## src/hdl/gmlp_pkg.sv

```systemverilog
`timescale 1ns / 1ps
`default_nettype none
// ----------------------------------------------------------------------------
// gmlp_pkg
// Types and constants shared by the M-code line parser modules.
// ----------------------------------------------------------------------------
package gmlp_pkg;

	localparam int CodeW   = 16;
	localparam int StatusW = 3;
	localparam int OutW    = 24;

	// result status codes
	localparam logic [StatusW-1:0] ST_OK        = 3'd0;
	localparam logic [StatusW-1:0] ST_NO_CODE   = 3'd1;
	localparam logic [StatusW-1:0] ST_G_UNSUP   = 3'd2;
	localparam logic [StatusW-1:0] ST_M_UNSUP   = 3'd3;
	localparam logic [StatusW-1:0] ST_S_MISSING = 3'd4;
	localparam logic [StatusW-1:0] ST_P_MISSING = 3'd5;

	// characters
	localparam logic [7:0] CH_M     = 8'h4D;
	localparam logic [7:0] CH_G     = 8'h47;
	localparam logic [7:0] CH_S     = 8'h53;
	localparam logic [7:0] CH_P     = 8'h50;
	localparam logic [7:0] CH_ONE   = 8'h31;
	localparam logic [7:0] CH_SPACE = 8'h20;
	localparam logic [7:0] CH_ZERO  = 8'h30;
	localparam logic [7:0] CH_NINE  = 8'h39;
	localparam logic [7:0] CH_NUL   = 8'h00;

	// recognized codes
	localparam logic [CodeW-1:0] CODE_ECHO  = 16'd111;
	localparam logic [CodeW-1:0] CODE_LIGHT = 16'd355;

	typedef enum logic [8:0] {
		PH_LEAD      = 9'b000000001,
		PH_DIGITS    = 9'b000000010,
		PH_ECHO_SPC  = 9'b000000100,
		PH_ECHO_VAL  = 9'b000001000,
		PH_LIGHT_SPC = 9'b000010000,
		PH_LIGHT_VAL = 9'b000100000,
		PH_LIGHT_NUM = 9'b001000000,
		PH_LIGHT_GAP = 9'b010000000,
		PH_DONE      = 9'b100000000
	} phase_t;

	typedef struct packed {
		phase_t               phase;
		logic [CodeW-1:0]     code_accum;
		logic                 switch_pending;
		logic [StatusW-1:0]   decided_status;
		logic                 echo_flag;
		logic                 light_flag;
	} line_state_t;

endpackage
`default_nettype wire

```

## src/hdl/gmlp_char_step.sv

```systemverilog
`timescale 1ns / 1ps
`default_nettype none
// ----------------------------------------------------------------------------
// gmlp_char_step
// Next-state logic of the line parser for one character, including the
// phases that hand the same character on to the following phase.
// ----------------------------------------------------------------------------
module gmlp_char_step (
	input  wire gmlp_pkg::line_state_t cur,
	input  wire logic [7:0]            ch,
	input  wire logic                  light_command_enabled,
	output gmlp_pkg::line_state_t      nxt
);

	logic                          is_digit;
	logic                          is_space;
	logic [gmlp_pkg::CodeW-1:0]    digit_val;
	gmlp_pkg::phase_t              ph;

	assign is_digit  = (ch >= gmlp_pkg::CH_ZERO) && (ch <= gmlp_pkg::CH_NINE);
	assign is_space  = (ch == gmlp_pkg::CH_SPACE);
	assign digit_val = {{(gmlp_pkg::CodeW-4){1'b0}}, ch[3:0]};

	always_comb begin
		nxt = cur;
		ph  = cur.phase;

		// phases that pass the character on before it is consumed
		if (ph == gmlp_pkg::PH_DIGITS && !is_digit) begin
			if (cur.code_accum == gmlp_pkg::CODE_ECHO) begin
				ph = gmlp_pkg::PH_ECHO_SPC;
			end else if (cur.code_accum == gmlp_pkg::CODE_LIGHT && light_command_enabled) begin
				ph = gmlp_pkg::PH_LIGHT_SPC;
			end
		end
		if (ph == gmlp_pkg::PH_LIGHT_VAL) begin
			nxt.switch_pending = (ch == gmlp_pkg::CH_ONE);
			ph = gmlp_pkg::PH_LIGHT_NUM;
		end
		if (ph == gmlp_pkg::PH_LIGHT_NUM && !is_digit) begin
			ph = gmlp_pkg::PH_LIGHT_GAP;
		end

		nxt.phase = ph;
		case (ph)
			gmlp_pkg::PH_LEAD: begin
				if (ch == gmlp_pkg::CH_M) begin
					nxt.phase = gmlp_pkg::PH_DIGITS;
				end else if (ch == gmlp_pkg::CH_G) begin
					nxt.phase          = gmlp_pkg::PH_DONE;
					nxt.decided_status = gmlp_pkg::ST_G_UNSUP;
				end else if (!is_space) begin
					nxt.phase          = gmlp_pkg::PH_DONE;
					nxt.decided_status = gmlp_pkg::ST_NO_CODE;
				end
			end
			gmlp_pkg::PH_DIGITS: begin
				if (is_digit) begin
					// accum * 10 + digit, wraps at 16 bits
					nxt.code_accum = (cur.code_accum << 3) + (cur.code_accum << 1) + digit_val;
				end else begin
					nxt.phase          = gmlp_pkg::PH_DONE;
					nxt.decided_status = gmlp_pkg::ST_M_UNSUP;
				end
			end
			gmlp_pkg::PH_ECHO_SPC: begin
				if (ch == gmlp_pkg::CH_S) begin
					nxt.phase = gmlp_pkg::PH_ECHO_VAL;
				end else if (!is_space) begin
					nxt.phase          = gmlp_pkg::PH_DONE;
					nxt.decided_status = gmlp_pkg::ST_S_MISSING;
				end
			end
			gmlp_pkg::PH_ECHO_VAL: begin
				nxt.echo_flag      = (ch == gmlp_pkg::CH_ONE);
				nxt.phase          = gmlp_pkg::PH_DONE;
				nxt.decided_status = gmlp_pkg::ST_OK;
			end
			gmlp_pkg::PH_LIGHT_SPC: begin
				if (ch == gmlp_pkg::CH_S) begin
					nxt.phase = gmlp_pkg::PH_LIGHT_VAL;
				end else if (!is_space) begin
					nxt.phase          = gmlp_pkg::PH_DONE;
					nxt.decided_status = gmlp_pkg::ST_S_MISSING;
				end
			end
			gmlp_pkg::PH_LIGHT_NUM: begin
				nxt.phase = gmlp_pkg::PH_LIGHT_NUM;
			end
			gmlp_pkg::PH_LIGHT_GAP: begin
				if (ch == gmlp_pkg::CH_P) begin
					nxt.light_flag     = nxt.switch_pending;
					nxt.phase          = gmlp_pkg::PH_DONE;
					nxt.decided_status = gmlp_pkg::ST_OK;
				end else if (!is_space) begin
					nxt.phase          = gmlp_pkg::PH_DONE;
					nxt.decided_status = gmlp_pkg::ST_P_MISSING;
				end
			end
			gmlp_pkg::PH_DONE: begin
				nxt.phase = gmlp_pkg::PH_DONE;
			end
			default: begin
				nxt.phase = gmlp_pkg::PH_DONE;
			end
		endcase
	end

endmodule
`default_nettype wire

```

## src/hdl/gcode_mcode_line_parser_unit.sv

```systemverilog
`timescale 1ns / 1ps
`default_nettype none
// ----------------------------------------------------------------------------
// gcode_mcode_line_parser_unit
// Parses an M-code command line one character per item and reports one
// status item per line (echo and case light commands handled).
// ----------------------------------------------------------------------------
// channel  | dir | handshake              | payload
// s_axis   | in  | s_axis_tvalid/tready   | tdata: ch, tlast: last
// m_axis   | out | m_axis_tvalid/tready   | tdata: status, mcode, echo_on, light_on
// cfg      | in  | cfg_valid/cfg_ready    | cfg_data: light_command_enabled
//
// One character item is taken per cycle unless a held result stalls the input;
// the parser state updates in the same cycle and a line result is in the
// output register in the cycle after its last character. The output register
// is one deep: a new item is taken while the held result is taken or absent.
// Reset: line state, echo/light flags cleared, light command enabled.
// ----------------------------------------------------------------------------
module gcode_mcode_line_parser_unit (
	input  wire logic        clk,
	input  wire logic        arst_n,
	input  wire logic        s_axis_tvalid,
	output      logic        s_axis_tready,
	input  wire logic [7:0]  s_axis_tdata,   // [7:0] ch
	input  wire logic        s_axis_tlast,   // last
	output      logic        m_axis_tvalid,
	input  wire logic        m_axis_tready,
	output      logic [23:0] m_axis_tdata,   // [2:0] status, [18:3] mcode,
	                                         // [19] echo_on, [20] light_on
	input  wire logic        cfg_valid,
	output      logic        cfg_ready,
	input  wire logic        cfg_data        // light_command_enabled
);

	gmlp_pkg::line_state_t               line_q;
	gmlp_pkg::line_state_t               step_char;
	gmlp_pkg::line_state_t               step_eol;
	gmlp_pkg::line_state_t               line_end;
	logic                                light_en_q;
	logic                                out_valid_q;
	logic [gmlp_pkg::OutW-1:0]           out_data_q;
	logic                                in_fire;
	logic [gmlp_pkg::CodeW-1:0]          res_code;

	assign s_axis_tready = !out_valid_q || m_axis_tready;
	assign in_fire       = s_axis_tvalid && s_axis_tready;
	assign cfg_ready     = 1'b1;
	assign m_axis_tvalid = out_valid_q;
	assign m_axis_tdata  = out_data_q;

	gmlp_char_step u_step_char (
		.cur                   (line_q),
		.ch                    (s_axis_tdata),
		.light_command_enabled (light_en_q),
		.nxt                   (step_char)
	);

	// line end acts as one more character that matches nothing
	gmlp_char_step u_step_eol (
		.cur                   (step_char),
		.ch                    (gmlp_pkg::CH_NUL),
		.light_command_enabled (light_en_q),
		.nxt                   (step_eol)
	);

	assign line_end = (step_char.phase == gmlp_pkg::PH_DONE) ? step_char : step_eol;
	assign res_code = (line_end.decided_status == gmlp_pkg::ST_NO_CODE ||
	                   line_end.decided_status == gmlp_pkg::ST_G_UNSUP)
	                  ? '0 : line_end.code_accum;

	always_ff @(posedge clk or negedge arst_n) begin
		if (!arst_n) begin
			light_en_q <= 1'b1;
		end else if (cfg_valid && cfg_ready) begin
			light_en_q <= cfg_data;
		end
	end

	always_ff @(posedge clk or negedge arst_n) begin
		if (!arst_n) begin
			line_q.phase          <= gmlp_pkg::PH_LEAD;
			line_q.code_accum     <= '0;
			line_q.switch_pending <= 1'b0;
			line_q.decided_status <= gmlp_pkg::ST_OK;
			line_q.echo_flag      <= 1'b0;
			line_q.light_flag     <= 1'b0;
		end else if (in_fire) begin
			if (s_axis_tlast) begin
				line_q.phase          <= gmlp_pkg::PH_LEAD;
				line_q.code_accum     <= '0;
				line_q.switch_pending <= 1'b0;
				line_q.decided_status <= gmlp_pkg::ST_OK;
				line_q.echo_flag      <= line_end.echo_flag;
				line_q.light_flag     <= line_end.light_flag;
			end else begin
				line_q <= step_char;
			end
		end
	end

	always_ff @(posedge clk or negedge arst_n) begin
		if (!arst_n) begin
			out_valid_q <= 1'b0;
		end else if (in_fire && s_axis_tlast) begin
			out_valid_q <= 1'b1;
		end else if (m_axis_tready) begin
			out_valid_q <= 1'b0;
		end
	end

	always_ff @(posedge clk) begin
		if (in_fire && s_axis_tlast) begin
			out_data_q <= {3'b000, line_end.light_flag, line_end.echo_flag,
			               res_code, line_end.decided_status};
		end
	end

	// a last character always leaves a result behind
	assert property (@(posedge clk) disable iff (!arst_n)
		(in_fire && s_axis_tlast) |=> m_axis_tvalid)
		else $error("no result after last character");

	// every line starts fresh
	assert property (@(posedge clk) disable iff (!arst_n)
		(in_fire && s_axis_tlast) |=>
		(line_q.phase == gmlp_pkg::PH_LEAD && line_q.code_accum == '0))
		else $error("line state not cleared after line end");

	// status stays within its defined codes
	assert property (@(posedge clk) disable iff (!arst_n)
		m_axis_tvalid |-> (m_axis_tdata[2:0] <= gmlp_pkg::ST_P_MISSING))
		else $error("undefined status code");

	// lines without an M code report code zero
	assert property (@(posedge clk) disable iff (!arst_n)
		(m_axis_tvalid && (m_axis_tdata[2:0] == gmlp_pkg::ST_NO_CODE ||
		                   m_axis_tdata[2:0] == gmlp_pkg::ST_G_UNSUP))
		|-> (m_axis_tdata[18:3] == '0))
		else $error("nonzero code without M command");

endmodule
`default_nettype wire

```

## config.mk

```make
export PLATFORM = sky130hd
export DESIGN_NAME = gcode_mcode_line_parser_unit
export DESIGN_NICKNAME = d
export VERILOG_FILES = /design/src/hdl/gmlp_pkg.sv /design/src/hdl/gmlp_char_step.sv /design/src/hdl/gcode_mcode_line_parser_unit.sv
export SDC_FILE = /design/constraint.sdc
export NUM_CORES = 1
export LEC_CHECK = 0
export BUFFER_PORTS_ARGS = -buffer_cell sky130_fd_sc_hd__buf_4
export CAP_MARGIN = 20
export CORE_MARGIN = 8
export CORE_UTILIZATION = 42
export DETAILED_ROUTE_END_ITERATION = 10
export HOLD_SLACK_MARGIN = 0.05
export PLACE_DENSITY_LB_ADDON = 0.1
export RECOVER_POWER = 50
export SYNTH_ARGS = -nofsm -noshare
export SYNTH_HDL_FRONTEND = slang
export SYNTH_HIERARCHICAL = 1
export SYNTH_SLANG_ARGS = --single-unit
```

## constraint.sdc

```tcl
create_clock -name clk -period 13.96 [get_ports clk]
set_clock_uncertainty 0.15 [all_clocks]
set_input_delay 2.792 -clock clk [delete_from_list [all_inputs] [get_ports clk]]
set_output_delay 2.792 -clock clk [all_outputs]
set_load 0.1 [all_outputs]
```

==> flow_metrics.tcl <==
set metrics [dict create \
    cp.arrival_ns 7.90 \
    drc 0 \
    first_iter_violations 377 \
    final_hold_viol_count 0 \
    rsz0062_at_grt "no" \
    hpwl_um 12070 \
    yosysWarnings 6 \
    most-common-layout-cells "nand2_1 (116), o21ai_0 (65), nor2_1 (61)" \
    outcome "complete, but fails checks" \
    wirelength_um 15710 \
    finalNonFillerCells 918 \
    dieArea_um2 17390 \
    cts_buffer_depth 2 \
    fin_ws_ns 6.081 \
    die_w_um 131.9 \
    crit_top_cell "nor2_1" \
    max_freq_mhz 126.9 \
    layout_commonest_cell "nand2_1" \
    synthCells 672 \
    synth_area_um2 5638 \
    antenna_cells 0 \
    grt_pass1_wl_um 26360 \
    post-route-period-util_pct 56.44 \
    cts.sinks 54 \
    setup.worst_path.end_class "register" \
    cts.clk_slew.worst_paths_ns 0.08 \
    rows 42 \
    ir_worst_vdd_mv 0.04344 \
    syn_avg_cell_area_um2 8.390 \
    antenna_left 0 \
    min_period_ns 7.879 \
    dr.pass1.iters 6 \
    worst_pin_slew_ns 2.255 \
    cts_buffers 5 \
    initial_utilization_pct 42.74 \
    wl_per_cell_um 17.11 \
    slew_viol_final 95 \
    timing.slew.headroom_pct -50.30 \
    cts.hold.buffers_added 0 \
    worstHoldPathType "register to register" \
    cts-resized-gates 0 \
    setup_viol 0 \
    maxCapViolations 2 \
    grt_start_max_net_pins 61 \
    startpoint_type "input pin" \
    overflow 0 \
    critPathSlowestCell "or4b_1" \
    worstSetupPathType "input pin to register" \
    cts_setup_buffers 0 \
    track_usage_pct 18.30 \
    cts_root_buf "clkbuf_16" \
    p_leak_nw 2.728 \
    routed_via_density 5.512 \
    failed_checks "capacitance limit, slew limit" \
    area_growth_pct 12.03 \
    critical_path_peak_fanout 16 \
    pre_cts_ws_ns 5.796 \
    core_um2 13190 \
    drive_above_1_share_pct 11.59 \
    fp.dieH_um 131.9 \
    place.gp.congestion 0.8684 \
    antenna_found_initial 0 \
    cts_tree "yes" \
    nNetsFinal 812 \
    dp.cells 908 \
    powerDensity_nw_per_um2 67.71 \
    htreeDepth 2 \
    grt_pass1_vias 4985 \
    numPortBuffers 37 \
    vias 5060 \
    cp.required_ns 13.98 \
    crit_chain "buf_4 -> fa_1 -> fa_1 -> a211oi_1 -> nor2_1 -> nor4_1 -> nor2_1 -> a21oi_1 -> xor2_1 -> o21ai_0 -> or4b_1 -> nor3_1 -> a31oi_1 -> o2111a_2 -> a311o_1 -> o21ai_1 -> xnor2_1 -> nor2_1 -> mux2_4 -> nor2_1" \
    clk_latency_ns 0.31 \
    fin_tns_setup_ns 0 \
    cp_slowest_stage_delay_ns 0.69 \
    io_pins 42 \
]
## path summary, 6_finish.rpt
kind	startpoint	endpoint	slack (ns)	depth (start not counted)
setup / recovery	s_axis_tdata[3]	m_axis_tdata[4]	6.08	20
hold / removal	line_q[5]	line_q[5]	0.35	2
setup reg to reg	line_q[6]	m_axis_tdata[4]	8.20	19
min in group asynchronous	arst_n	line_q[5]	2.90	1
max in group asynchronous	arst_n	line_q[23]	9.61	1
hold reg to reg	line_q[5]	line_q[5]	0.35	2
## per-layer routing
metal / global-route usage, % / vias to the layer above / share of wire (%)
li1: - / 2565 / -
met1: 23.52 / 2387 / 47
met2: 31.30 / 97 / 49
met3: 2.477 / 11 / 3.2
met4: 5.041 / 0 / 1.4
met5: 0 / - / 0
## critical path: cells and delay by family
kind                     cells  cell delay, ns
XOR/XNOR                     2            0.30
buffers and inverters        1            0.14
AO/OA/AOI/OAI                7            1.64
multiplexers                 1            0.35
adder cells (fa/ha/maj)      2            0.99
AND/OR/NAND/NOR              7            1.69
## state kept, by name, summed over array words and instances, names as in the netlist
register       cells
line_q            31
m_axis_tdata      21
light_en_q         1
m_axis_tvalid      1
## layout make-up
class / instances / area [um^2]
Timing Repair Buffer: 47 / 271.5
Tap cell: 176 / 220.2
Clock inverter: 2 / 38.79
Sequential cell: 54 / 1459
Multi-Input combinational cell: 625 / 4168
Clock buffer: 6 / 128.9
Fill cell: 1349 / 6874
Inverter: 8 / 30.03
## where the power goes
part	internal [W]	leakage [nW]	switching, W
Sequential	0.000172	0.649	0.00000469
Combinational	0.0000297	2.00	0.0000693
Clock	0.0000855	0.0810	0.0000663
## through the flow
| stage | instance area [um^2] | hold slack (ns) | util (%) | power, W |
|---|---|---|---|---|
| global placement | 6217 | 0.3152 | 47.14 | 0.0002797 |
| finish | 6316 | 0.3487 | 47.88 | 0.0004276 |
| floorplan | 5788 | 0.2944 | - | 0.0002594 |
| detailed placement | 6217 | 0.3328 | 47.14 | 0.0002809 |
| CTS | 6385 | 0.3496 | 48.41 | 0.0004337 |
| global route | 6316 | 0.4037 | 47.88 | 0.0004457 |
Note: power is estimated with default switching activity, not from simulation.
